===== config.mk =====
export PLATFORM = sky130hd
export DESIGN_NAME = bptc_div
export DESIGN_NICKNAME = d
export VERILOG_FILES = /design/src/rtl/bptc_div.sv
export SDC_FILE = /design/constraint.sdc
export NUM_CORES = 2
export LEC_CHECK = 0
export BUFFER_PORTS_ARGS = -buffer_cell sky130_fd_sc_hd__buf_2
export CAP_MARGIN = 5
export CORE_MARGIN = 5
export CORE_UTILIZATION = 40
export CTS_BUF_LIST = sky130_fd_sc_hd__clkbuf_16
export CTS_CLUSTER_DIAMETER = 200
export DETAILED_ROUTE_END_ITERATION = 10
export HOLD_SLACK_MARGIN = 0.12
export REMOVE_ABC_BUFFERS = 1
export SLEW_MARGIN = 20
export SYNTH_ARGS = -nofsm -noshare
export SYNTH_HDL_FRONTEND = slang
export SYNTH_SLANG_ARGS = --single-unit
export TNS_END_PERCENT = 1

===== constraint.sdc =====
create_clock -name clk_i -period 3.47 [get_ports clk_i]
set_input_delay 0.694 -clock clk_i [delete_from_list [all_inputs] [get_ports clk_i]]
set_output_delay 0.694 -clock clk_i [all_outputs]
set_load 0.005 [all_outputs]

===== src/rtl/bptc_div.sv =====
// Pipelined restoring unsigned divider, one quotient bit per stage.
`default_nettype none
module bptc_div #(
  parameter int unsigned W  = 32,
  parameter int unsigned PW = 8
) (
  input  wire logic          clk_i,
  input  wire logic          rst_ni,
  input  wire logic          en_i,
  input  wire logic          valid_i,
  input  wire logic [W-1:0]  dividend_i,
  input  wire logic [W-1:0]  divisor_i,
  input  wire logic [PW-1:0] payload_i,
  output logic               valid_o,
  output logic [W-1:0]       quotient_o,
  output logic [PW-1:0]      payload_o
);

  logic [W-1:0]  vld_q;
  logic [W-1:0]  rem_q [W];
  logic [W-1:0]  qsh_q [W];
  logic [W-1:0]  den_q [W];
  logic [PW-1:0] pay_q [W];

  for (genvar k = 0; k < W; k++) begin : g_stage
    logic          vld_in;
    logic [W-1:0]  rem_in;
    logic [W-1:0]  qsh_in;
    logic [W-1:0]  den_in;
    logic [PW-1:0] pay_in;
    logic [W:0]    trial;
    logic          ge;
    logic [W-1:0]  rem_d;
    logic [W-1:0]  qsh_d;

    if (k == 0) begin : g_head
      assign vld_in = valid_i;
      assign rem_in = '0;
      assign qsh_in = dividend_i;
      assign den_in = divisor_i;
      assign pay_in = payload_i;
    end else begin : g_tail
      assign vld_in = vld_q[k-1];
      assign rem_in = rem_q[k-1];
      assign qsh_in = qsh_q[k-1];
      assign den_in = den_q[k-1];
      assign pay_in = pay_q[k-1];
    end

    always_comb begin
      trial = {rem_in, qsh_in[W-1]};
      ge    = trial >= {1'b0, den_in};
      rem_d = ge ? W'(trial - {1'b0, den_in}) : trial[W-1:0];
      qsh_d = {qsh_in[W-2:0], ge};
    end

    always_ff @(posedge clk_i or negedge rst_ni) begin
      if (!rst_ni) begin
        vld_q[k] <= 1'b0;
      end else if (en_i) begin
        vld_q[k] <= vld_in;
      end
    end

    always_ff @(posedge clk_i) begin
      if (en_i) begin
        rem_q[k] <= rem_d;
        qsh_q[k] <= qsh_d;
        den_q[k] <= den_in;
        pay_q[k] <= pay_in;
      end
    end
  end

  assign valid_o    = vld_q[W-1];
  assign quotient_o = qsh_q[W-1];
  assign payload_o  = pay_q[W-1];

endmodule
`default_nettype wire


-- Yosys cells after proc, flatten, opt, wreduce, memory -nomap -nowiden
Memories as Yosys holds them, arrays and structs flattened.
Cells that the tools add are included.
- $add $sub $neg: 32
- $lt $le $gt $ge: 32
- muxes and demuxes: 34
- operators with widths (cell ; count):
    2-to-1 mux 32 bit ; 32
    greater-or-equal comparator 33 x 32 -> 1 bit ; 31
    subtractor 32 bit ; 31
    greater-or-equal comparator 1 x 32 -> 1 bit ; 1
    subtractor 1 x 32 -> 32 bit ; 1
    2-to-1 mux 1 bit ; 2
- register bits: 32
- RAM bits: 3328
- input port bits: 76
- word-level logic and storage cells: 134
- memories: 4
- memory list (memory ; words ; bits a word ; read ports ; clocked after Yosys merged registers in ; wr ports ; RTL line ; RTL):
    den_q ; 32 ; 32 ; 31 ; 0 ; 32 ; 22 ; logic [W-1:0] den_q [W];
    qsh_q ; 32 ; 32 ; 32 ; 0 ; 32 ; 21 ; logic [W-1:0] qsh_q [W];
    rem_q ; 32 ; 32 ; 31 ; 0 ; 32 ; 20 ; logic [W-1:0] rem_q [W];
    pay_q ; 32 ; 8 ; 32 ; 0 ; 32 ; 23 ; logic [PW-1:0] pay_q [W];

-- Depth between registers and ports, before layout
An unclocked memory read counts as a cell.
- word-level depth: 3
- mapped depth: 15
- depth with buffers taken out: 13

-- Least setup slack after synthesis
Ideal clock, no wire load.
- path type: flip-flop to flip-flop
- from: mem rem_q[7][7] (netlist: rem_q[0][231])
- to: mem rem_q[8][5] (netlist: rem_q[0][261]) (data pin)
- library setup time: 260 ps
- arrival time: 3302 ps
- data required time: 3210 ps
- path slack: -92 ps
- cell stages (with the launch flop): 11
- buffers on the path: 0
- cells stage by stage: edfxtp_1 ha_1 a211oi_2 nor2_1 or4b_1 o21a_1 o41ai_2 o31ai_1 a31o_2 a41oi_4 mux2_2
- RTL lines (what ; RTL line):
    start, declared ; 20

==> out/qor.yml <==
slew_headroom_pct: 45.86
core_sq_mm: 0.4058
multi_input_area_sq_mm: 0.05982
dr.max_layer_used: "met5"
drt-total-wl_mm: 365.5
wl_per_cell_um: 18.01
cts_made_buffers: 365
final_antenna_net_count: 0
firstDrtPassIters: 5
synth_cells: 12950
rsz0062_at_grt: "true"
yosysSeqAreaShare_pct: 60.73
power.leakage_uw: 0.07935
fin_nets: 15660
ys.flop_type: "edfxtp_1"
yosys-top-cells-area: "edfxtp_1 (60%), ha_1 (7.6%), mux2_2 (3.0%)"
final_cell_area_sq_mm: 0.1950
finalMaxSlewViolations: 0
antenna_found_initial: 3
outcome: "complete, but fails checks"
end_kind: "flop"
period_minus_slack_ns: 3.564
synth_cell_types: 93
root_buffer: "clkbuf_16"
drive_gt1_share_pct: 18.72
grt_first_pass_wirelength_mm: 571.2
clk_latency_ns: 0.95
ir_worst_vdd_mv: 0.4658
criticalPathCategory: "reg2reg"
startpoint_type: "flop"
io_pins: 117
die-width_um: 647.8
synth_edf_count: 3264
dp_hpwl_mm: 272.9
cts_tree: "yes"
drtIter0Drc: 7091
cts.clk_slew.worst_paths_ns: 0.06
fin_crit_sh_pct: 102.7
die_y_um: 647.8
final_hold_viol_count: 0
portBuffers: 116
hold_ws_ns: 0.3412
cellPowerDensity_mw_per_mm2: 919.8
grt_pass1_vias: 103000
ys_seq_elements: 3296
seq_area_sq_mm: 0.09881
vias: 103400
ys_async_sr_fraction_pct: 0.9709
max_cap_violations: 0
synth_top_area_share_pct: 60.23
gp_congestion: 0.9015
via_per_inst: 5.098
finalSetupViolations: 96
cp_max_fo: 14
tns_ns: -4.072
route.met3.wl_mm: 13.22
dieArea_sq_mm: 0.4197
tightestPinTransition_ns: 0.7917
area_growth_pct: 19.83
cts_num_sinks: 3296
min_path_type: "in2async"
violations: "setup timing"
finClkSkew_ns: 0.05183
dr_wl_met2_mm: 183.4
crit_required_ns: 4.15
worstPathArrival_ns: 4.25
netlist_area_sq_mm: 0.1627
start_util_pct: 40.10
wl_met1_mm: 155.6
synth_warnings: 0
drcViolationCount: 0
fin_ws_ns: -0.09398
std_cell_rows: 234
fmax_mhz: 280.6
grtUsageTotal_pct: 16.99
clk_path_buf_depth: 4
placed_area_sq_mm: 0.1803
yosysTopAreaCell: "edfxtp_1"
postSynthAreaPerCell_sq_um: 12.57
grt.overflow.total: 0
h-tree-depth: 5
grt_max_degree: 78
fillers: 36140
==> synth_stat cells (all sizes together), types with 30 or more instances <==
| cell | number |
|---|---|
| nand2 | 870 |
| nor4 | 49 |
| edfxtp | 3264 |
| a211oi | 81 |
| ha | 994 |
| nor2 | 534 |
| nand4 | 173 |
| and3 | 95 |
| and2 | 43 |
| o211ai | 43 |
| nor3 | 136 |
| a21o | 571 |
| dfrtp | 32 |
| o21a | 120 |
| xor2 | 338 |
| buf | 50 |
| a21oi | 902 |
| inv | 1254 |
| mux2i | 47 |
| o21ai | 823 |
| a21boi | 55 |
| nand3 | 203 |
| nor2b | 138 |
| a31oi | 120 |
| xnor2 | 466 |
| o31ai | 75 |
| nand2b | 131 |
| fa | 30 |
| clkbuf | 273 |
| or3 | 51 |
| mux2 | 427 |
| a211o | 34 |
| o21bai | 112 |
==> registers in the layout, summed over array words and instances, names as in the netlist <==
name and count:
pay_q 256, rem_q 992, g_stage.vld_in 31, qsh_q 1024, den_q 992, valid_o 1
==> metrics by stage <==
step	power (uW)	setup slack [ns]	util, %	instances
finish	179400	-0.09398	48.05	20290
global placement	138100	-0.2775	44.43	19510
floorplan	111300	-2.694	-	12630
global route	191300	-0.2766	48.05	20290
CTS	178800	-0.1480	47.74	20280
detailed placement	138600	-0.2594	44.43	19510
==> layer usage <==
metal,up-vias,global-route usage [%]
met3,664,2.147
met2,1932,30.34
met4,2,5.602
li1,51290,-
met1,49560,21.29
met5,-,0
==> worst max-delay path: stages, from the launching register on <==
cell	delay (ns)
edfxtp_1	0.43
ha_2	0.35
o21ai_0	0.10
a21oi_1	0.16
a21bo_2	0.25
a221o_1	0.38
a2111oi_2	0.46
or3_1	0.20
a21oi_2	0.06
a21oi_1	0.22
a2111oi_4	0.08
bufbuf_16	0.32
mux2i_1	0.14
buf_4	0.16
==> what timing repair did <==
item                                    CTS  global route
hold buffers                             74             0
gates cloned                              5             1
endpoints found under the setup margin  490           828
gates resized for setup                 133           294
buffers inserted                         23             9
hold endpoints to repair                105             0
pin swaps                                41            72
==> cell families after synthesis <==
| family | share of synthesized area (%) |
|---|---|
| AO/OA/AOI/OAI | 12.62 |
| buffers and inverters | 3.668 |
| adder cells (fa/ha/maj) | 8.012 |
| XOR/XNOR | 4.327 |
| AND/OR/NAND/NOR | 7.404 |
| multiplexers | 3.244 |
| flip-flops | 60.73 |
==> final cells by class <==
cell class / count / share of cell area, %
Clock inverter: 307 / 1.351
Inverter: 1255 / 2.416
Multi-Input combinational cell: 8074 / 30.68
Tap cell: 5428 / 3.483
Sequential cell: 3296 / 50.68
Timing Repair Buffer: 1563 / 6.686
Antenna cell: 2 / 0.002567
Clock buffer: 367 / 4.710
==> report_power, final <==
| part | internal, uW | total, uW | leakage (uW) | switching [uW] |
|---|---|---|---|---|
| clock | 21700 | 37700 | 0.00602 | 16000 |
| combinational | 38400 | 79700 | 0.0410 | 41400 |
| sequential | 56300 | 61900 | 0.0323 | 5610 |
| total | 116000 | 179000 | 0.0793 | 63000 |
==> worst paths after layout <==
kind | depth (start not counted) | slack (ns) | to | startpoint
hold reg to reg | 0 | 0.39 | qsh_q[0][89] | qsh_q[0][56]
min in group clk_i | 0 | 0.39 | qsh_q[0][89] | qsh_q[0][56]
setup reg to reg | 13 | -0.09 | rem_q[0][480] | rem_q[0][453]
setup / recovery | 13 | -0.09 | rem_q[0][480] | rem_q[0][453]
max in group asynchronous | 2 | 2.68 | g_stage[14].vld_in | rst_ni
hold / removal | 2 | 0.34 | g_stage[25].vld_in | rst_ni
==> layout by cell type, fill, tap and decap left out, types with 109 or more instances in the layout <==
master / n
nor3_1: 125
xor2_1: 338
inv_1: 1325
buf_4: 1257
o21bai_1: 109
nand4_1: 173
nor2b_1: 133
nand2_1: 866
edfxtp_1: 3264
nand2b_1: 130
o21ai_0: 752
ha_1: 967
nand3_1: 197
nor2_1: 525
xnor2_1: 466
a21o_1: 571
mux2_2: 384
o21a_1: 118
clkbuf_16: 368
a21oi_1: 854
buf_2: 115
No activity file was read; power rests on OpenSTA's default activity.
