**src/rtl/bptc_pkg.sv**
```systemverilog
// Package: types, constants and arithmetic helpers of the compensation pipeline.
`default_nettype none
package bptc_pkg;

  localparam int unsigned DataW   = 32;
  localparam int unsigned CfgIdxW = 2;
  localparam int unsigned CfgW    = 64;

  localparam logic [31:0] TempOff = 32'd4000;
  localparam logic [31:0] B4Bias  = 32'd32768;
  localparam logic [31:0] B7Scale = 32'd50000;
  localparam logic [31:0] QuadC2  = 32'd3038;
  localparam logic [31:0] QuadC1  = 32'hFFFF_E343;
  localparam logic [31:0] QuadC0  = 32'd3791;

  typedef enum logic [CfgIdxW-1:0] {
    REG_CAL_A = 2'd0,
    REG_CAL_B = 2'd1,
    REG_CAL_C = 2'd2,
    REG_OSS   = 2'd3
  } cfg_reg_e;

  typedef struct packed {
    logic [15:0] ac1;
    logic [15:0] ac2;
    logic [15:0] ac3;
    logic [15:0] ac4;
    logic [15:0] ac5;
    logic [15:0] ac6;
    logic [15:0] b1;
    logic [15:0] b2;
    logic [15:0] mc;
    logic [15:0] md;
    logic [1:0]  oss;
  } cal_t;

  typedef struct packed {
    logic [15:0] ut;
    logic [31:0] up;
    logic [31:0] x1;
    logic [31:0] x2;
    logic [31:0] x3;
    logic [31:0] sq;
    logic [31:0] b3;
    logic [31:0] b4;
    logic [31:0] b7;
    logic [31:0] t;
    logic [31:0] p;
    logic [31:0] dvd;
    logic [31:0] dvs;
    logic        neg;
    logic        big;
    logic        fault;
  } item_t;

  function automatic logic [31:0] sx16(input logic [15:0] v);
    return {{16{v[15]}}, v};
  endfunction

  function automatic logic [31:0] mul32(input logic [31:0] a, input logic [31:0] b);
    logic [63:0] prod;
    prod = {32'd0, a} * {32'd0, b};
    return prod[31:0];
  endfunction

  // Signed division by 2^k, truncating toward zero.
  function automatic logic [31:0] sdiv_p2(input logic [31:0] a, input int unsigned k);
    logic [31:0] bias;
    logic [31:0] s;
    bias = a[31] ? ((32'd1 << k) - 32'd1) : 32'd0;
    s = a + bias;
    return 32'($signed(s) >>> k);
  endfunction

endpackage
`default_nettype wire

```
**src/rtl/bptc_back.sv**
```systemverilog
// Back stages: pressure quotient and quadratic correction.
`default_nettype none
module bptc_back import bptc_pkg::*; (
  input  wire logic        clk_i,
  input  wire logic        rst_ni,
  input  wire logic        en_i,
  input  wire logic        valid_i,
  input  wire logic [31:0] quot_i,
  input  wire item_t       item_i,
  output logic             valid_o,
  output item_t            item_o
);

  localparam int unsigned NS = 5;

  logic [NS-1:0] vld_q;
  item_t         st_q [NS];
  item_t         st_d [NS];

  always_comb begin
    logic [31:0] corr;

    st_d[0]   = item_i;
    st_d[0].p = (item_i.b4 == 32'd0) ? 32'd0 : (item_i.big ? (quot_i << 1) : quot_i);

    st_d[1]    = st_q[0];
    st_d[1].x1 = sdiv_p2(st_q[0].p, 8);
    st_d[1].x2 = mul32(QuadC1, st_q[0].p);

    st_d[2]    = st_q[1];
    st_d[2].x1 = mul32(st_q[1].x1, st_q[1].x1);

    st_d[3]    = st_q[2];
    st_d[3].x1 = mul32(st_q[2].x1, QuadC2);
    st_d[3].x2 = sdiv_p2(st_q[2].x2, 16);

    corr = sdiv_p2(sdiv_p2(st_q[3].x1, 16) + st_q[3].x2 + QuadC0, 4);
    st_d[4]   = st_q[3];
    st_d[4].p = st_q[3].p + corr;
  end

  always_ff @(posedge clk_i or negedge rst_ni) begin
    if (!rst_ni) begin
      vld_q <= '0;
    end else if (en_i) begin
      vld_q <= {vld_q[NS-2:0], valid_i};
    end
  end

  always_ff @(posedge clk_i) begin
    if (en_i) begin
      for (int k = 0; k < NS; k++) begin
        st_q[k] <= st_d[k];
      end
    end
  end

  assign valid_o = vld_q[NS-1];
  assign item_o  = st_q[NS-1];

endmodule
`default_nettype wire

```
**config.mk**
```make
export PLATFORM = sky130hd
export DESIGN_NAME = bptc_back
export DESIGN_NICKNAME = d
export VERILOG_FILES = /design/src/rtl/bptc_pkg.sv /design/src/rtl/bptc_back.sv
export SDC_FILE = /design/constraint.sdc
export NUM_CORES = 2
export LEC_CHECK = 0
export ABC_AREA = 0
export BUFFER_PORTS_ARGS = -buffer_cell sky130_fd_sc_hd__buf_2
export CORE_MARGIN = 3
export CORE_UTILIZATION = 30
export DETAILED_ROUTE_END_ITERATION = 6
export GPL_ROUTABILITY_DRIVEN = 0
export PLACE_DENSITY = 0.45
export SYNTH_ARGS = -nofsm -noshare
export SYNTH_HDL_FRONTEND = slang
export SYNTH_SLANG_ARGS = --single-unit
```
**constraint.sdc**
```tcl
create_clock -name clk_i -period 16.38 [get_ports clk_i]
set_clock_uncertainty 0.2 [all_clocks]
set_input_delay 3.276 -clock clk_i [delete_from_list [all_inputs] [get_ports clk_i]]
set_output_delay 3.276 -clock clk_i [all_outputs]
set_load 0.1 [all_outputs]
```
Word-level counts from Yosys, hierarchy flattened
Memory sizes are Yosys's and may differ from the RTL's.
Index checks and enable logic that the tools add are counted.
- register bits: 5
- output and inout port bits: 404
- bits of input ports: 439
- bits in writable memories: 2015
- memories kept: 1
- word-level logic and storage cells: 21
- memory list (name ; words ; width ; read ports ; clocked after Yosys merged registers in ; write ports ; line ; source):
    st_q ; 5 ; 403 ; 5 ; 0 ; 5 ; bptc_back.sv:17 ; item_t st_q [NS];
- add/sub/neg operators: 7
- mux-type cells: 8
- reductions and logical operators: 1
- multipliers: 3
- operators by type and width (kind ; count):
    $add 32x16->32 ; 2
    $add 32x32->32 ; 2
    $mux 32 ; 2
    $add 32x12->32 const B ; 1
    $add 32x4->32 ; 1
    $add 32x8->32 ; 1
    $logic_not 32->1 ; 1
    $mul 14x32->32 const A ; 1
    $mul 32x11->31 const B ; 1
    $mul 32x32->32 ; 1
    $mux 16 ; 2
    $mux 8 ; 1
    $mux 4 ; 1
    $mux 1 ; 2

Longest topological paths before layout
An unclocked memory read counts as a cell.
- depth in word-level cells: 8
- gate-level depth with buffers: 48
- depth with buffers taken out: 46

Least setup slack after synthesis
OpenSTA, ideal clock, no wires.
- path type: reg-to-reg
- from: mem st_q[0][1563] (netlist name)
- to: mem st_q[0][1709] (netlist name), data pin
- arrival: 8.984 ns
- buffers on the path: 1
- setup slack: 6.934 ns
- cell stages (with the launch flop): 44
- clock period less this slack: 9.446 ns
- data required time: 15.918 ns
- setup time: 0.262 ns
- path through: edfxtp_1 -> ha_1 -> a21o_1 -> a21o_1 -> a21o_1 -> a21o_1 -> a21oi_1 -> o21ai_0 -> a31o_2 -> a21oi_1 -> nor2_1 -> xnor2_1 -> ha_1 -> inv_1 -> ha_1 -> fa_1 -> a21o_1 -> a21o_1 -> [... 8 more ...] -> a21boi_0 -> o21a_1 -> o21a_1 -> o211ai_1 -> nor2_1 -> xor2_1 -> ha_1 -> o21a_1 -> or2_2 -> a21oi_1 -> a31oi_1 -> a41o_1 -> a211o_1 -> a2111oi_2 -> nor3_1 -> a2111oi_2 -> a21oi_1 -> xor2_1
- RTL lines (element ; line):
    from (decl) ; bptc_back.sv:17

==> metrics.md <==
| Metric | Value |
|---|---|
| Clock Root Buffer | clkbuf_16 |
| Sequential area share after synthesis | 0.646 |
| I/O Buffers | ~750 |
| Antenna-violating nets left | 0 |
| DRC | 0 |
| Predominant post-synthesis flop cell | edfxtp_1 |
| Initial detailed-routing violation count | 2667 |
| WP data arrival | 11.31 ns |
| Post-DR wirelength/cell | 17.8 um |
| Status | complete, no violations |
| Ys async rst share | 0.00262 |
| Setup WS pre-CTS | 5.33 ns |
| Hold Path Class | register to register |
| Worst reg-to-reg setup slack | between 5 and 6 ns |
| Number of synthesized flops with an enable pin | 1903 |
| Area grow syn2layout | 14.1% |
| Max cap viols | 0 |
| Die height | around 550 um |
| Clock transition at path regs | 0.06 ns |
| CP endpoint kind | register |
| Worst Path Max Fanout | 18 |
| Setup TNS | 0 ns |
| Initial antenna violation count | 28 |
| Mapped Area | 88700 um^2 |
| Vias | 41400 |
| Synthesis-stage register bit count | 1908 |
| Fillcell total | between 20000 and 30000 |
| Critical path class | register to register |
| Share of layout cells above drive strength 1 | 0.181 |
| Actual slew at the worst max-slew pin | 1.13 ns |
| Vias in the first global route | 43600 |
| DIE WIDTH | 550 um |
| Syn Area/Cell | between 15 and 20 um^2 |
| CTS tree | yes |
| Clock Path Buffers | 4 |
| First-pass DRT Iterations | 6 |
| Gr ovfl total | 0 |
| HPWL after DPL | 132000 um |
| H-tree depth reported by CTS | 4 |
| Final wirelength | 180000 um |
| Site Rows | 199 |
| Mapped Cells | 5443 |
| Core area | 294000 um^2 |
| Clock Sinks | 1908 |
| Setup Viol. Count Final | 0 |
| Starting Density | 0.302 |
| Total track usage | 0.117 |
| Final Critical Period | roughly 11 ns |
| First-pass GRT wire length | 268000 um |
| Worst setup SP type | register |
| Fin worst setup slack | ~5.5 ns |
| Cts bufs inserted | approximately 210 |
| Hold violation total from the final report | 0 |
| Fin crit share | 0.667 |
| Slew margin rel. | 0.244 |
| Postcts setup bufs | 0 |
| Post_cts resized | 0 |
| Required @ worst endpoint | 16.76 ns |
| Synth cell types | 75 |
| RSZ-0062 raised after global routing | no |
| CTS Hold Bufs | 0 |
| Die area | 302000 um^2 |
| YS warnings | 0 |
| Crit path top cell by count | a21o_1 |
| Max Fclk | 91.5 MHz |
| Fin nets | 7463 |
| Ports | 843 |
| Worst path slowest cell | a2111oi_2 |
| Avg Vias per Cell | 4.11 |
| Delay of the slowest critical-path stage | 0.72 ns |
| Worst-skew pair later-pin latency | 0.84 ns |
| Fin. max-slew vios | 0 |
| Largest net degree at the start of global routing | 177 |
[through the flow]
stage	area, um^2	hold slack [ns]	instances	util
after floorplan	88700	0.200	5447	-
after global placement	94500	0.200	9700	0.321
after detailed placement	94500	0.205	9700	0.321
after CTS	101000	0.172	10100	0.344
after global routing	101000	0.189	10100	0.344
final	101000	0.178	10100	0.344
[cells in the mapped netlist, types with 7 or more instances]
cell	count	area [um^2]
o211ai_1	7	52.6
a21oi_1	102	510
and3_1	24	150
inv_1	814	3060
mux2i_1	32	320
o21a_1	20	150
or2_2	10	62.6
o21ai_0	65	325
xnor2_1	182	1590
nand2b_1	20	125
edfxtp_1	1903	57100
nor3_1	35	175
buf_4	403	3030
a211oi_1	11	82.6
a21o_1	75	563
xor2_1	61	534
fa_1	582	11700
nand4_1	11	68.8
nand2_1	174	653
and2_1	91	569
o21bai_1	18	135
nor4_1	13	81.3
nor2_1	128	480
clkbuf_1	44	165
nand3_1	23	115
a21boi_0	13	97.6
ha_1	451	5640
nor2b_1	22	138
o31ai_1	7	52.6
[flip-flops by register name (all words and copies together), names as in the netlist]
| name | flops |
|---|---|
| st_q | 1903 |
| vld_q | 5 |
[path summary, 6_finish.rpt]
path                                              start                 endpoint  cells past startpoint
max in group asynchronous                        rst_ni     vld_q[1]$_DFFE_PN0P_                      1
worst min-delay path            st_q[0][1223]$_DFFE_PP_  st_q[0][1626]$_DFFE_PP_                      0
worst min register to register  st_q[0][1223]$_DFFE_PP_  st_q[0][1626]$_DFFE_PP_                      0
worst max register to register  st_q[0][1563]$_DFFE_PP_  st_q[0][1709]$_DFFE_PP_                     44
worst max-delay path            st_q[0][1563]$_DFFE_PP_  st_q[0][1709]$_DFFE_PP_                     44
min in group asynchronous                        rst_ni     vld_q[4]$_DFFE_PN0P_                      1
[kinds of logic after synthesis]
| family | synth area share |
|---|---|
| buf+inv | 0.0706 |
| fa+ha+maj | 0.195 |
| other cells | 0.0000423 |
| simple gates | 0.0323 |
| flops | 0.646 |
| xor+xnor | 0.0240 |
| mux | 0.00437 |
| compound gates | 0.0282 |
[layer usage]
layer / global-route usage / up-vias / routed length [um]
met2: 0.195 / 843 / 87200
met3: 0.0226 / 281 / 9590
met1: 0.151 / 20700 / 76700
met4: 0.0420 / 16 / 6330
met5: 0 / - / 103
li1: - / 19500 / -
[worst max-delay path: cells and delay by family, from the launching register on]
| kind | cells | cell delay [ns] |
|---|---|---|
| xor+xnor | 3 | 0.52 |
| compound gates | 29 | 6.85 |
| simple gates | 4 | 0.53 |
| flops | 1 | 0.36 |
| buf+inv | 2 | 0.27 |
| fa+ha+maj | 6 | 1.92 |
[layout make-up]
cell class              count  area, um^2  area share
multi-input cells        2273       25200       0.249
inverters                 815        3060      0.0302
flip-flops and latches   1908       57300       0.566
clock inverters           127        1310      0.0130
repair buffers            785        4110      0.0406
diodes                     11        27.5    0.000272
clock buffers             250        5380      0.0532
well taps                3919        4900      0.0484
[cell usage in the layout (no fill, tap or decap), types with 41 or more instances in the layout]
| cell type | synthesis | layout |
|---|---|---|
| and2_1 | 91 | 91 |
| buf_2 | 0 | 744 |
| inv_1 | 814 | 814 |
| xnor2_1 | 182 | 182 |
| nand2_1 | 174 | 174 |
| edfxtp_1 | 1903 | 1903 |
| a21o_1 | 75 | 75 |
| clkbuf_16 | 0 | 209 |
| xor2_1 | 61 | 61 |
| nor2_1 | 128 | 127 |
| a21oi_1 | 102 | 102 |
| clkbuf_1 | 44 | 41 |
| ha_1 | 451 | 451 |
| o21ai_0 | 65 | 65 |
| fa_1 | 582 | 582 |
Power is not shown: default switching activity piles up to over one toggle a cycle in this logic, so the estimate is an artifact.
