--- config.mk ---
export PLATFORM = sky130hd
export DESIGN_NAME = bptc_front
export DESIGN_NICKNAME = d
export VERILOG_FILES = /design/src/rtl/bptc_pkg.sv /design/src/rtl/bptc_front.sv
export SDC_FILE = /design/constraint.sdc
export NUM_CORES = 1
export LEC_CHECK = 0
export BUFFER_PORTS_ARGS = -buffer_cell sky130_fd_sc_hd__buf_2
export CORE_UTILIZATION = 40
export CTS_CLUSTER_SIZE = 12
export DETAILED_ROUTE_END_ITERATION = 7
export PLACE_DENSITY = 0.66
export SYNTH_ARGS = -nofsm -noshare
export SYNTH_HDL_FRONTEND = slang
export SYNTH_SLANG_ARGS = --single-unit
--- constraint.sdc ---
create_clock -name clk_i -period 5.1 [get_ports clk_i]
set_input_delay 0.255 -clock clk_i [delete_from_list [all_inputs] [get_ports clk_i]]
set_output_delay 0.255 -clock clk_i [all_outputs]
set_load 0.005 [all_outputs]
--- src/rtl/bptc_pkg.sv ---
// Package: types, constants and arithmetic helpers of the compensation pipeline.
`default_nettype none
package bptc_pkg;

  localparam int unsigned DataW   = 32;
  localparam int unsigned CfgIdxW = 2;
  localparam int unsigned CfgW    = 64;

  localparam logic [31:0] TempOff = 32'd4000;
  localparam logic [31:0] B4Bias  = 32'd32768;
  localparam logic [31:0] B7Scale = 32'd50000;
  localparam logic [31:0] QuadC2  = 32'd3038;
  localparam logic [31:0] QuadC1  = 32'hFFFF_E343;
  localparam logic [31:0] QuadC0  = 32'd3791;

  typedef enum logic [CfgIdxW-1:0] {
    REG_CAL_A = 2'd0,
    REG_CAL_B = 2'd1,
    REG_CAL_C = 2'd2,
    REG_OSS   = 2'd3
  } cfg_reg_e;

  typedef struct packed {
    logic [15:0] ac1;
    logic [15:0] ac2;
    logic [15:0] ac3;
    logic [15:0] ac4;
    logic [15:0] ac5;
    logic [15:0] ac6;
    logic [15:0] b1;
    logic [15:0] b2;
    logic [15:0] mc;
    logic [15:0] md;
    logic [1:0]  oss;
  } cal_t;

  typedef struct packed {
    logic [15:0] ut;
    logic [31:0] up;
    logic [31:0] x1;
    logic [31:0] x2;
    logic [31:0] x3;
    logic [31:0] sq;
    logic [31:0] b3;
    logic [31:0] b4;
    logic [31:0] b7;
    logic [31:0] t;
    logic [31:0] p;
    logic [31:0] dvd;
    logic [31:0] dvs;
    logic        neg;
    logic        big;
    logic        fault;
  } item_t;

  function automatic logic [31:0] sx16(input logic [15:0] v);
    return {{16{v[15]}}, v};
  endfunction

  function automatic logic [31:0] mul32(input logic [31:0] a, input logic [31:0] b);
    logic [63:0] prod;
    prod = {32'd0, a} * {32'd0, b};
    return prod[31:0];
  endfunction

  // Signed division by 2^k, truncating toward zero.
  function automatic logic [31:0] sdiv_p2(input logic [31:0] a, input int unsigned k);
    logic [31:0] bias;
    logic [31:0] s;
    bias = a[31] ? ((32'd1 << k) - 32'd1) : 32'd0;
    s = a + bias;
    return 32'($signed(s) >>> k);
  endfunction

endpackage
`default_nettype wire

--- src/rtl/bptc_front.sv ---
// Front stages: pressure shift, X1 and the operands of the temperature division.
`default_nettype none
module bptc_front import bptc_pkg::*; (
  input  wire logic        clk_i,
  input  wire logic        rst_ni,
  input  wire logic        en_i,
  input  wire logic        valid_i,
  input  wire logic [15:0] temp_raw_i,
  input  wire logic [23:0] press_raw_i,
  input  wire cal_t        cal_i,
  output logic             valid_o,
  output item_t            item_o
);

  localparam int unsigned NS = 3;

  logic [NS-1:0] vld_q;
  item_t         st_q [NS];
  item_t         st_d [NS];

  always_comb begin
    logic [3:0] sh;
    sh = 4'd8 - {2'b00, cal_i.oss};

    st_d[0]    = '0;
    st_d[0].ut = temp_raw_i;
    st_d[0].up = {8'd0, press_raw_i} >> sh;
    st_d[0].x1 = mul32({16'd0, temp_raw_i} - {16'd0, cal_i.ac6}, {16'd0, cal_i.ac5});

    st_d[1]    = st_q[0];
    st_d[1].x1 = sdiv_p2(st_q[0].x1, 15);
    st_d[1].x2 = sdiv_p2(st_q[0].x1, 15) + sx16(cal_i.md);
    st_d[1].x3 = sx16(cal_i.mc) << 11;

    st_d[2]       = st_q[1];
    st_d[2].neg   = st_q[1].x3[31] ^ st_q[1].x2[31];
    st_d[2].dvd   = st_q[1].x3[31] ? (32'd0 - st_q[1].x3) : st_q[1].x3;
    st_d[2].dvs   = st_q[1].x2[31] ? (32'd0 - st_q[1].x2) : st_q[1].x2;
    st_d[2].fault = (st_q[1].x2 == 32'd0);
  end

  always_ff @(posedge clk_i or negedge rst_ni) begin
    if (!rst_ni) begin
      vld_q <= '0;
    end else if (en_i) begin
      vld_q <= {vld_q[NS-2:0], valid_i};
    end
  end

  always_ff @(posedge clk_i) begin
    if (en_i) begin
      for (int k = 0; k < NS; k++) begin
        st_q[k] <= st_d[k];
      end
    end
  end

  assign valid_o = vld_q[NS-1];
  assign item_o  = st_q[NS-1];

endmodule
`default_nettype wire

* After elaboration in Yosys (flattened, before gate mapping)
Memories as Yosys holds them, arrays and structs flattened.
Index checks and enable logic that the tools add are counted.
** Storage, ports and cells
- Register bits after elaboration :: 3
- Bits in writable memories :: 1209
- Word-level logic and storage cells :: 17
- Memories kept :: 1
** Memories
- st_q :: depth 3, width 403, rd ports 3, clocked after Yosys merged registers in 0, write ports 3, line bptc_front.sv:18 : item_t st_q [NS];
** Cells by class
- Add/subtract/negate cells :: 6
- Multipliers :: 1
- Shift operators :: 1
- Muxes and demuxes :: 5
- Bitwise operators :: 1
- Reductions and logical operators :: 1
** Operator list (count)
- 32-bit two-way mux :: 2
- 1-bit by 32-bit subtractor with 32-bit output, first input constant :: 2
- 32-bit by 15-bit adder with 32-bit output :: 1
- 32-bit zero test :: 1
- 32-bit by 16-bit multiplier with 32-bit output :: 1
- 24-bit by 4-bit >> shifter with 32-bit output :: 1
- 17-bit by 16-bit adder with 18-bit output :: 1
- 16-bit by 16-bit subtractor with 17-bit output :: 1
- 15-bit two-way mux :: 1
- 4-bit by 2-bit subtractor with 4-bit output, first input constant :: 1
- 1-bit two-way mux :: 2
- 1-bit XOR :: 1

* Logic depth before layout (Yosys ltp)
Gate-level depths: netlist of the first run.
An unclocked memory read counts as a cell.
- Depth in word-level cells :: 4
- Depth in mapped cells :: 34

* Worst setup path before layout of the first run
No wires, ideal clock.
- Path type :: input to register
- Start point :: input port temp_raw_i[0]
- End point :: memory st_q[0][354] (netlist bit) (data pin)
- Data arrival time :: 7.285 ns
- Data required time :: 4.842 ns
- Setup slack :: -2.443 ns
- Stages on the path :: 32
- Path through :: inv_1 ha_1 fa_1 nor2b_1 o31a_1 o21a_1 nor2_1 o21ai_0 a21oi_1 xnor2_1 clkbuf_1 nand2_1 fa_1 fa_1 inv_1 fa_1 inv_1 fa_1 inv_1 fa_1 inv_1 fa_1 inv_1 ha_1 nand4_1 a211oi_1 a21bo_2 a31oi_2 o221ai_2 o311a_1 a21oi_2 xnor2_1
** RTL lines
- start, declared :: line bptc_front.sv:8 : input wire logic [15:0] temp_raw_i,
- end, declared :: line bptc_front.sv:18

==> results of run 1 <==
## cells in the final DEF (no fill, tap or decap), drive strengths merged, types with 4 or more instances in the layout
cell	synthesis	final
fa	272	272
inv	343	346
o21ai	47	47
edfxtp	307	307
nor4	7	7
o41ai	4	4
buf	411	545
nor2	41	41
nand2	187	187
o211ai	9	9
nand3	14	14
and3	9	9
or3	7	7
nand2b	25	25
nor3	17	17
o21bai	4	4
xnor2	83	83
clkbuf	42	47
or4	5	5
a211oi	7	7
a21oi	58	58
o21a	8	8
dlygate4sd3	0	32
mux2i	19	19
xor2	27	27
nand4	6	6
a21o	18	18
conb	1	246
clkinv	0	11
nor2b	32	32
mux2	13	13
a31o	4	4
o31ai	10	10
ha	115	115
and2	110	110
## per-layer routing
layer / global-route usage (%) / wire length [um] / vias to the layer above
met5: 0 / 0 / -
met4: 6.262 / 1752 / 0
met3: 2.400 / 2046 / 102
met2: 30.25 / 29200 / 354
met1: 20.67 / 22150 / 8023
li1: - / - / 7571
## sequential cells by signal, summed over array words and instances, names as in the netlist
name,count
vld_q,3
st_q,307
## final timing paths
kind | slack [ns] | from | cells after the start | to
max | -1.75 | temp_raw_i[0] | 32 | st_q[0][351]
min in group asynchronous | 0.08 | rst_ni | 2 | vld_q[2]
min reg2reg | 0.40 | st_q[0][729] | 0 | st_q[0][1132]
max in group asynchronous | 4.89 | rst_ni | 2 | vld_q[1]
max reg2reg | 0.24 | st_q[0][354] | 19 | st_q[0][710]
min | 0.04 | temp_raw_i[6] | 1 | st_q[0][393]
## critical path, delay by kind of cell
kind                       cells  cell delay (ns)
AOI/OAI and AO/OA             10             2.10
buffers and inverters          8             0.70
adders and majority gates      9             3.65
xor gates and xnor gates       1             0.07
and+or+nand+nor                4             0.37
## area by class of cell
cell class	instances	share of cell area (%)
sequential	310	30.73
clock inverter	14	0.3930
clock buffer	47	3.045
multi-input combinational	1442	44.90
inverter	343	4.298
tap	846	3.500
timing repair buffer	577	13.14
## logic make-up after synthesis
| logic type | Yosys count |
|---|---|
| compound gates | 196 |
| flops | 310 |
| buf+inv | 796 |
| fa+ha+maj | 387 |
| simple gates | 470 |
| xor+xnor | 110 |
| other cells | 1 |
| mux | 32 |
## stage by stage
step	utilization [%]	cell area, um2	TNS, ns	setup slack (ns)	hold WS [ns]
global route	47.86	30250	-34.94	-1.979	0.006554
finish	47.86	30250	-28.98	-1.752	0.03663
detailed placement	44.07	27850	-49.34	-2.561	0.07844
global placement	44.07	27850	-46.58	-2.375	0.07577
CTS	47.18	29810	-27.28	-1.698	0.003094
floorplan	-	26830	-32.07	-1.919	-0.04059
## what timing repair did
item / in CTS / in global routing
setup buffers: 20 / 19
setup endpoints to repair: 25 / 32
resized for setup: 99 / 79
cloned: 2 / 0
endpoints found under the hold margin: 34 / 0
pin swaps: 62 / 93
hold buffers: 32 / 0
==> report_table.html, run 1 <==
<table>
<tr><th>Metric</th><th>Value</th></tr>
<tr><th colspan="2">Run status</th></tr>
<tr><td>Violated checks</td><td>setup timing</td></tr>
<tr><td>Outcome</td><td>complete, but fails checks</td></tr>
<tr><th colspan="2">Die</th></tr>
<tr><td>Die outline area</td><td>65100 um2</td></tr>
<tr><td>Core area</td><td>63200 um2</td></tr>
<tr><td>Std cell rows</td><td>92</td></tr>
<tr><td>Vertical extent of the die</td><td>255.1 um</td></tr>
<tr><td>Starting utilization of the core area</td><td>40.56%</td></tr>
<tr><td>I/O pin count</td><td>610</td></tr>
<tr><td>Die Span X</td><td>255.1 um</td></tr>
<tr><th colspan="2">Clock network</th></tr>
<tr><td>Worst-Skew Late Latency</td><td>0.55 ns</td></tr>
<tr><td>Clock-pin transition on the worst setup and hold timing paths</td><td>0.06 ns</td></tr>
<tr><td>Number of buffers created by CTS</td><td>35</td></tr>
<tr><td>Count of clock tree sinks</td><td>310</td></tr>
<tr><td>Maximum clock path buffer count</td><td>3</td></tr>
<tr><td>H-tree lvl count</td><td>2</td></tr>
<tr><td>Clock root buffer</td><td>clkbuf_16</td></tr>
<tr><td>CTS tree</td><td>built</td></tr>
<tr><th colspan="2">Cells and area</th></tr>
<tr><td>Register cell area after layout</td><td>9294 um2</td></tr>
<tr><td>Fraction of layout cells with a size suffix above 1</td><td>27.99%</td></tr>
<tr><td>Final-stage net count</td><td>3302</td></tr>
<tr><td>Area occupied by multi-input gates</td><td>13580 um2</td></tr>
<tr><td>Diode insertion count for antenna repair</td><td>0</td></tr>
<tr><td>Fillers</td><td>5673</td></tr>
<tr><td>Non-filler instance count after layout</td><td>3579</td></tr>
<tr><td>Area growth from synthesis to final layout</td><td>18.00%</td></tr>
<tr><th colspan="2">Setup path</th></tr>
<tr><td>Endpoint kind of the worst setup timing path</td><td>flop</td></tr>
<tr><td>CP arrival</td><td>7.14 ns</td></tr>
<tr><td>Critical Path Max Stage Delay</td><td>0.69 ns</td></tr>
<tr><td>Master of the slowest instance on the critical path</td><td>fa_2</td></tr>
<tr><td>Maximum net fanout on the critical path</td><td>5</td></tr>
<tr><td>Cell with the most instances on the worst path</td><td>fa_1</td></tr>
<tr><td>Critical path launch point type</td><td>primary input</td></tr>
<tr><td>Path type of the worst setup path</td><td>in2reg</td></tr>
<tr><td>Required time of the critical path</td><td>5.39 ns</td></tr>
<tr><th colspan="2">GRT</th></tr>
<tr><td>GRT Residual Overflow</td><td>0</td></tr>
<tr><td>Number of global-route vias before repair</td><td>17020</td></tr>
<tr><td>Global router's overall resource usage</td><td>16.93%</td></tr>
<tr><td>Global-route wire length before repair</td><td>86610 um</td></tr>
<tr><td>Number of antenna violations at the first check in global routing</td><td>1</td></tr>
<tr><td>Largest net degree at the start of global routing</td><td>157</td></tr>
<tr><th colspan="2">Logic synthesis</th></tr>
<tr><td>Warnings from Yosys</td><td>0</td></tr>
<tr><td>Post-synthesis cell type with the largest combined area</td><td>edfxtp_1</td></tr>
<tr><td>Most used standard cells in the synthesized netlist</td><td>buf_4, inv_1, edfxtp_1</td></tr>
<tr><td>Area contributors post-synth</td><td>edfxtp_1, fa_1, buf_4</td></tr>
<tr><td>Ys flop type</td><td>edfxtp_1</td></tr>
<tr><td>Number of enable flip-flop cells after synthesis</td><td>307</td></tr>
<tr><td>Cell area after synthesis</td><td>25630 um2</td></tr>
<tr><td>Post-synthesis average cell area</td><td>11.14 um2</td></tr>
<tr><td>Yosys reg bits</td><td>310</td></tr>
<tr><td>Fraction of the mapped netlist area in adder cells</td><td>26.86%</td></tr>
<tr><td>Async set-reset flop share out of synthesis</td><td>0.9677%</td></tr>
<tr><td>Mux contribution to synthesized area</td><td>1.313%</td></tr>
<tr><td>Netlist cell types</td><td>70</td></tr>
<tr><td>Largest family of logic cells by synthesized area</td><td>adder cells</td></tr>
<tr><td>Fraction of synthesized cell area taken by the top area cell type</td><td>35.96%</td></tr>
<tr><td>Share of the yosys chip area belonging to registers</td><td>36.26%</td></tr>
<tr><td>Simple-Gate Fraction of Synth Area</td><td>9.206%</td></tr>
<tr><td>Post-synthesis compound-gate area fraction</td><td>5.008%</td></tr>
<tr><td>Most used standard cell by instance count after synthesis</td><td>buf_4</td></tr>
<tr><td>Synthesized-area fraction occupied by xor and xnor cells</td><td>3.758%</td></tr>
<tr><td>Number of instances in the synthesized netlist</td><td>2302</td></tr>
<tr><th colspan="2">Timing</th></tr>
<tr><td>Share of the cycle needed by the critical path after routing</td><td>134.4%</td></tr>
<tr><td>Clock tree skew after final layout</td><td>0.01668 ns</td></tr>
<tr><td>Final setup violation count</td><td>25</td></tr>
<tr><td>Upper clock frequency limit</td><td>145.9 MHz</td></tr>
<tr><td>Final worst slack</td><td>-1.752 ns</td></tr>
<tr><td>Fin. Hold Viols</td><td>0</td></tr>
<tr><td>RSZ-0062 raised after global routing</td><td>yes</td></tr>
<tr><td>Final period demand of the worst path</td><td>6.852 ns</td></tr>
<tr><td>Relative slew slack</td><td>36.18%</td></tr>
<tr><td>Slew Viols, Final</td><td>0</td></tr>
<tr><td>Worst slew pin tran</td><td>0.9573 ns</td></tr>
<tr><th colspan="2">Detailed routing</th></tr>
<tr><td>Drt initial violations</td><td>749</td></tr>
<tr><td>Count of antenna-violating nets left after detailed routing</td><td>0</td></tr>
<tr><td>Vias after detailed routing</td><td>16050</td></tr>
<tr><td>Final Routed Wirelength</td><td>55150 um</td></tr>
<tr><td>Drt first pass iters</td><td>5</td></tr>
<tr><td>Wirelength per Cell</td><td>15.41 um</td></tr>
<tr><td>DRC violation count after routing</td><td>0</td></tr>
<tr><td>Via count normalized by instance count</td><td>4.484</td></tr>
<tr><th colspan="2">Placed design</th></tr>
<tr><td>Post-detail-place hpwl</td><td>43370 um</td></tr>
<tr><td>Count of buffers from port buffering</td><td>286</td></tr>
<tr><td>Gpl congestion</td><td>0.8814</td></tr>
<tr><td>Cell count after placement</td><td>3447</td></tr>
<tr><th colspan="2">Job</th></tr>
<tr><td>Number of max-cap violations</td><td>0</td></tr>
<tr><th colspan="2">Worst hold path</th></tr>
<tr><td>Hold Crit Class</td><td>in2reg</td></tr>
</table>
Power of run 1 is left out: the tool's default activity adds up to more than one toggle a clock period on the data nets, which glitch-free logic cannot reach.
==> inputs of run 2 (changes only) <==
- PLACE_DENSITY: 0.66 -> not set
==> run 2 against run 1 <==
Against the previous run:
- the run still ends with setup timing left
- critical endpoint is now st_q[0][354]
- non-clock buffer count increased by 1
- register-to-register slack improved by 0.06 ns
- clock skew decreased by 0.0079 ns
- count of clock-buffer cells in the layout decreased by 5
- via count decreased by 0.40%
- final cell count unchanged
==> report_table.html, run 2 (synthesis results as in run 1) <==
<table>
<tr><th>Metric</th><th>Value</th></tr>
<tr><th colspan="2">Run status</th></tr>
<tr><td>Outcome</td><td>complete, but fails checks</td></tr>
<tr><td>Violated checks</td><td>setup timing</td></tr>
<tr><th colspan="2">Die</th></tr>
<tr><td>Std cell rows</td><td>92</td></tr>
<tr><td>Die outline area</td><td>65100 um2</td></tr>
<tr><td>Core area</td><td>63200 um2</td></tr>
<tr><td>Starting utilization of the core area</td><td>40.56%</td></tr>
<tr><td>Die Span X</td><td>255.1 um</td></tr>
<tr><td>Vertical extent of the die</td><td>255.1 um</td></tr>
<tr><td>I/O pin count</td><td>610</td></tr>
<tr><th colspan="2">Timing</th></tr>
<tr><td>Relative slew slack</td><td>47.69%</td></tr>
<tr><td>Worst slew pin tran</td><td>0.7747 ns</td></tr>
<tr><td>Upper clock frequency limit</td><td>141.7 MHz</td></tr>
<tr><td>RSZ-0062 raised after global routing</td><td>yes</td></tr>
<tr><td>Clock tree skew after final layout</td><td>0.008754 ns</td></tr>
<tr><td>Final worst slack</td><td>-1.960 ns</td></tr>
<tr><td>Slew Viols, Final</td><td>0</td></tr>
<tr><td>Fin. Hold Viols</td><td>0</td></tr>
<tr><td>Share of the cycle needed by the critical path after routing</td><td>138.4%</td></tr>
<tr><td>Min Hold Slack</td><td>0.03303 ns</td></tr>
<tr><td>Final period demand of the worst path</td><td>7.060 ns</td></tr>
<tr><td>Final setup violation count</td><td>25</td></tr>
<tr><th colspan="2">Setup path</th></tr>
<tr><td>Critical Path Max Stage Delay</td><td>0.52 ns</td></tr>
<tr><td>Master of the slowest instance on the critical path</td><td>fa_1</td></tr>
<tr><td>Maximum net fanout on the critical path</td><td>4</td></tr>
<tr><td>Cell with the most instances on the worst path</td><td>fa_1</td></tr>
<tr><td>CP arrival</td><td>7.35 ns</td></tr>
<tr><td>Endpoint kind of the worst setup timing path</td><td>flop</td></tr>
<tr><td>Critical path launch point type</td><td>primary input</td></tr>
<tr><td>Crit path buf inv count</td><td>10</td></tr>
<tr><td>Required time of the critical path</td><td>5.39 ns</td></tr>
<tr><td>Cell class contributing the biggest share of worst-path delay</td><td>adder cells</td></tr>
<tr><td>Path type of the worst setup path</td><td>in2reg</td></tr>
<tr><th colspan="2">Cells and area</th></tr>
<tr><td>Final-stage net count</td><td>3302</td></tr>
<tr><td>Fraction of layout cells with a size suffix above 1</td><td>28.12%</td></tr>
<tr><td>Fillers</td><td>5769</td></tr>
<tr><td>Register with the highest flop count</td><td>st_q</td></tr>
<tr><td>Leading cell type in the layout, fill and taps excluded</td><td>inv_1</td></tr>
<tr><td>Utilization of the core after routing</td><td>47.86%</td></tr>
<tr><td>Area occupied by multi-input gates</td><td>13520 um2</td></tr>
<tr><td>Commonest non-fill, non-tap cells in the layout</td><td>inv_1, edfxtp_1, buf_2</td></tr>
<tr><td>Area growth from synthesis to final layout</td><td>17.99%</td></tr>
<tr><td>Register cell area after layout</td><td>9294 um2</td></tr>
<tr><td>Largest registers in the final layout</td><td>st_q x307, vld_q x3</td></tr>
<tr><td>Number of flip-flops under the largest register name</td><td>307</td></tr>
<tr><th colspan="2">Placed design</th></tr>
<tr><td>Post-Place Worst Slack</td><td>-2.773 ns</td></tr>
<tr><td>Post-detail-place hpwl</td><td>43800 um</td></tr>
<tr><td>Count of buffers from port buffering</td><td>286</td></tr>
<tr><td>Gpl congestion</td><td>0.8692</td></tr>
<tr><th colspan="2">Clock network</th></tr>
<tr><td>H-tree lvl count</td><td>2</td></tr>
<tr><td>Maximum clock path buffer count</td><td>3</td></tr>
<tr><td>Worst-Skew Late Latency</td><td>0.54 ns</td></tr>
<tr><td>Clock-pin transition on the worst setup and hold timing paths</td><td>0.06 ns</td></tr>
<tr><td>CTS tree</td><td>built</td></tr>
<tr><td>Count of clock tree sinks</td><td>310</td></tr>
<tr><td>Clock root buffer</td><td>clkbuf_16</td></tr>
<tr><td>Number of buffers created by CTS</td><td>35</td></tr>
<tr><th colspan="2">GRT</th></tr>
<tr><td>Largest net degree at the start of global routing</td><td>120</td></tr>
<tr><td>Number of antenna violations at the first check in global routing</td><td>2</td></tr>
<tr><td>Global router's overall resource usage</td><td>17.16%</td></tr>
<tr><td>GRT Residual Overflow</td><td>0</td></tr>
<tr><td>Number of global-route vias before repair</td><td>16879</td></tr>
<tr><td>Global-route wire length before repair</td><td>87190 um</td></tr>
<tr><th colspan="2">Worst hold path</th></tr>
<tr><td>Hold Crit Class</td><td>in2reg</td></tr>
<tr><th colspan="2">Detailed routing</th></tr>
<tr><td>Wirelength per Cell</td><td>15.49 um</td></tr>
<tr><td>Final Routed Wirelength</td><td>55440 um</td></tr>
<tr><td>Vias after detailed routing</td><td>15985</td></tr>
<tr><td>Count of antenna-violating nets left after detailed routing</td><td>0</td></tr>
<tr><td>DRC violation count after routing</td><td>0</td></tr>
<tr><td>Drt first pass iters</td><td>5</td></tr>
<tr><td>Drt initial violations</td><td>691</td></tr>
<tr><td>Via count normalized by instance count</td><td>4.466</td></tr>
<tr><th colspan="2">Job</th></tr>
<tr><td>Number of max-cap violations</td><td>0</td></tr>
</table>
-- run 2: routing by layer --
layer	global-route usage [%]	vias to the layer above	wire length, um
li1	-	7562	-
met1	21.04	8048	22630
met2	31.14	294	29310
met3	2.237	79	2018
met4	5.321	2	1474
met5	0	-	7
-- run 2: final timing paths --
kind | cells after the start | slack, ns | to | startpoint
max in group asynchronous | 2 | 4.94 | vld_q[1] | rst_ni
worst min register to register | 0 | 0.41 | st_q[0][1206] | st_q[0][803]
min in group asynchronous | 2 | 0.05 | vld_q[2] | rst_ni
worst max register to register | 17 | 0.30 | st_q[0][707] | st_q[0][354]
worst min-delay path | 1 | 0.03 | st_q[0][389] | temp_raw_i[2]
worst max-delay path | 35 | -1.96 | st_q[0][354] | temp_raw_i[0]
-- run 2: area by class of cell --
| cell class | count | area share (%) |
|---|---|---|
| Clock inverter | 17 | 0.6495 |
| Sequential cell | 310 | 30.73 |
| Tap cell | 846 | 3.500 |
| Clock buffer | 42 | 2.983 |
| Inverter | 343 | 4.282 |
| Antenna cell | 2 | 0.01655 |
| Multi-Input combinational cell | 1441 | 44.70 |
| Timing Repair Buffer | 578 | 13.14 |
-- run 2: through the flow --
step,TNS (ns),area (um2),instances
after CTS,-31.38,29950,3567
after global placement,-51.42,27870,3453
after global routing,-39.51,30240,3577
final,-34.23,30240,3579
after floorplan,-32.07,26830,2547
after detailed placement,-53.69,27870,3453
-- run 2: repair_timing --
action / CTS / global route
hold endpoints to repair: 28 / 0
endpoints found under the setup margin: 26 / 30
gates resized for setup: 114 / 50
pin swaps: 131 / 81
buffers inserted: 30 / 16
hold buffers: 26 / 0
Power of run 2 is left out for the same reason.
==> inputs of run 3 (changes only) <==
- clock period: 5.1 -> 6.9 ns (I/O delays scaled with it)
==> run 3 against run 2 <==
Against the previous run:
- the run still ends with setup timing left
- worst hold slack better by 0.0082 ns
- critical path depth down 4
- core utilization down 1.6 points
- routed wire length down 3.8%
- count of clock-buffer cells in the layout up 2
- highest routed layer unchanged
==> report_table.html, run 3 (synthesis results as in run 1) <==
<table>
<tr><th>Metric</th><th>Value</th></tr>
<tr><th colspan="2">Setup path</th></tr>
<tr><td>CP arrival</td><td>7.21 ns</td></tr>
<tr><td>Required time of the critical path</td><td>7.18 ns</td></tr>
<tr><td>Cell with the most instances on the worst path</td><td>fa_1</td></tr>
<tr><td>Critical path launch point type</td><td>primary input</td></tr>
<tr><td>Path type of the worst setup path</td><td>in2reg</td></tr>
<tr><td>Number of cells on the worst reg-to-reg path</td><td>17</td></tr>
<tr><td>Maximum net fanout on the critical path</td><td>5</td></tr>
<tr><td>Critical Path Max Stage Delay</td><td>0.57 ns</td></tr>
<tr><td>Master of the slowest instance on the critical path</td><td>fa_1</td></tr>
<tr><td>Endpoint kind of the worst setup timing path</td><td>flop</td></tr>
<tr><th colspan="2">Clock network</th></tr>
<tr><td>H-tree lvl count</td><td>2</td></tr>
<tr><td>Clock-pin transition on the worst setup and hold timing paths</td><td>0.06 ns</td></tr>
<tr><td>CTS tree</td><td>built</td></tr>
<tr><td>Number of buffers created by CTS</td><td>36</td></tr>
<tr><td>Worst-Skew Late Latency</td><td>0.53 ns</td></tr>
<tr><td>Count of clock tree sinks</td><td>310</td></tr>
<tr><td>Clock root buffer</td><td>clkbuf_16</td></tr>
<tr><td>Maximum clock path buffer count</td><td>3</td></tr>
<tr><th colspan="2">Die</th></tr>
<tr><td>Die outline area</td><td>65100 um2</td></tr>
<tr><td>Core area</td><td>63200 um2</td></tr>
<tr><td>Die Span X</td><td>255.1 um</td></tr>
<tr><td>Starting utilization of the core area</td><td>40.56%</td></tr>
<tr><td>I/O pin count</td><td>610</td></tr>
<tr><td>Vertical extent of the die</td><td>255.1 um</td></tr>
<tr><td>Std cell rows</td><td>92</td></tr>
<tr><th colspan="2">Job</th></tr>
<tr><td>Number of max-cap violations</td><td>0</td></tr>
<tr><th colspan="2">Cells and area</th></tr>
<tr><td>Fillers</td><td>5922</td></tr>
<tr><td>Commonest non-fill, non-tap cells in the layout</td><td>inv_1, edfxtp_1, buf_2</td></tr>
<tr><td>Area growth from synthesis to final layout</td><td>14.14%</td></tr>
<tr><td>Register with the highest flop count</td><td>st_q</td></tr>
<tr><td>Leading cell type in the layout, fill and taps excluded</td><td>inv_1</td></tr>
<tr><td>Non-filler instance count after layout</td><td>3509</td></tr>
<tr><td>Fraction of layout cells with a size suffix above 1</td><td>24.79%</td></tr>
<tr><td>Number of flip-flops under the largest register name</td><td>307</td></tr>
<tr><td>Largest registers in the final layout</td><td>st_q x307, vld_q x3</td></tr>
<tr><td>Final-stage net count</td><td>3230</td></tr>
<tr><th colspan="2">GRT</th></tr>
<tr><td>Number of global-route vias before repair</td><td>16366</td></tr>
<tr><td>Largest net degree at the start of global routing</td><td>163</td></tr>
<tr><td>Number of antenna violations at the first check in global routing</td><td>5</td></tr>
<tr><td>GRT Residual Overflow</td><td>0</td></tr>
<tr><td>Global router's overall resource usage</td><td>16.50%</td></tr>
<tr><td>Global-route wire length before repair</td><td>84010 um</td></tr>
<tr><th colspan="2">Timing</th></tr>
<tr><td>Relative slew slack</td><td>39.11%</td></tr>
<tr><td>Share of the cycle needed by the critical path after routing</td><td>100.4%</td></tr>
<tr><td>Final period demand of the worst path</td><td>6.928 ns</td></tr>
<tr><td>Clock tree skew after final layout</td><td>0.01077 ns</td></tr>
<tr><td>Slew Viols, Final</td><td>0</td></tr>
<tr><td>Final worst slack</td><td>-0.02778 ns</td></tr>
<tr><td>Upper clock frequency limit</td><td>144.3 MHz</td></tr>
<tr><td>Fin. Hold Viols</td><td>0</td></tr>
<tr><td>Final setup violation count</td><td>4</td></tr>
<tr><td>Worst slew pin tran</td><td>0.9134 ns</td></tr>
<tr><td>Post-Route Setup TNS</td><td>-0.05524 ns</td></tr>
<tr><td>RSZ-0062 raised after global routing</td><td>yes</td></tr>
<tr><th colspan="2">Placed design</th></tr>
<tr><td>Post-detail-place hpwl</td><td>42490 um</td></tr>
<tr><td>Gpl congestion</td><td>0.8482</td></tr>
<tr><td>Cell count after placement</td><td>3402</td></tr>
<tr><td>Count of buffers from port buffering</td><td>286</td></tr>
<tr><td>Post-Place Worst Slack</td><td>-0.7540 ns</td></tr>
<tr><th colspan="2">Worst hold path</th></tr>
<tr><td>Cell depth of the worst hold path</td><td>1</td></tr>
<tr><td>Hold Crit Class</td><td>in2reg</td></tr>
<tr><th colspan="2">Run status</th></tr>
<tr><td>Outcome</td><td>complete, but fails checks</td></tr>
<tr><td>Violated checks</td><td>setup timing</td></tr>
<tr><th colspan="2">Detailed routing</th></tr>
<tr><td>Via count normalized by instance count</td><td>4.440</td></tr>
<tr><td>DRC violation count after routing</td><td>0</td></tr>
<tr><td>Vias after detailed routing</td><td>15581</td></tr>
<tr><td>Drt first pass iters</td><td>5</td></tr>
<tr><td>Wirelength per Cell</td><td>15.20 um</td></tr>
<tr><td>Count of antenna-violating nets left after detailed routing</td><td>0</td></tr>
<tr><td>Drt initial violations</td><td>781</td></tr>
<tr><td>Final Routed Wirelength</td><td>53340 um</td></tr>
</table>
## run 3: cell count changes in the layout (fill, tap and decap cells not counted), moves of 8 or more
cell / change
buf_12: -8
inv_2: -9
buf_6: -10
inv_1: +9
buf_4: -44
## run 3: final timing paths
kind	start	end	slack, ns
max	temp_raw_i[0]	st_q[0][354]	-0.03
min	temp_raw_i[1]	st_q[0][388]	0.04
max reg2reg	st_q[0][354]	st_q[0][710]	1.36
min reg2reg	st_q[0][358]	st_q[0][761]	0.42
max in group asynchronous	rst_ni	vld_q[2]	6.65
min in group asynchronous	rst_ni	vld_q[0]	0.15
## run 3: worst max-delay path, delay by kind of cell
kind | cells | cell delay [ns]
AOI/OAI and AO/OA | 8 | 1.40
xor gates and xnor gates | 2 | 0.40
and+or+nand+nor | 5 | 0.56
adders and majority gates | 9 | 3.91
buffers and inverters | 7 | 0.57
## run 3: layout make-up
type / instances / area [um2] / share of cell area (%)
flip-flops and latches: 310 / 9294 / 31.77
well taps: 846 / 1059 / 3.618
repair buffers: 505 / 3261 / 11.14
clock buffers: 44 / 940.9 / 3.216
inverters: 343 / 1300 / 4.443
multi-input cells: 1441 / 13260 / 45.33
clock inverters: 19 / 138.9 / 0.4747
diodes: 1 / 2.502 / 0.008553
## run 3: metrics by stage
step                hold WS, ns  instance area, um2  utilization, %
detailed placement       0.1418               27390           43.33
global route            0.02250               29260           46.30
floorplan               0.04941               26770               -
global placement         0.1373               27390           43.33
CTS                    0.008421               28940           45.79
finish                  0.04122               29260           46.30
## run 3: routing by layer
metal	track usage (%)	part of all wire [%]	vias up	wire (um)
met3	2.593	3.8	76	2005
li1	-	-	7417	-
met1	20.01	41	7824	21630
met5	0	0.084	-	45
met4	4.859	2.4	6	1291
met2	29.99	53	258	28370
## run 3: what timing repair did
action	CTS	global route
pin swaps	54	100
setup buffers	16	8
hold buffers	19	0
hold endpoints to repair	21	0
setup endpoints to repair	9	15
cloned	0	1
resized for setup	33	65
Power of run 3 is left out for the same reason.
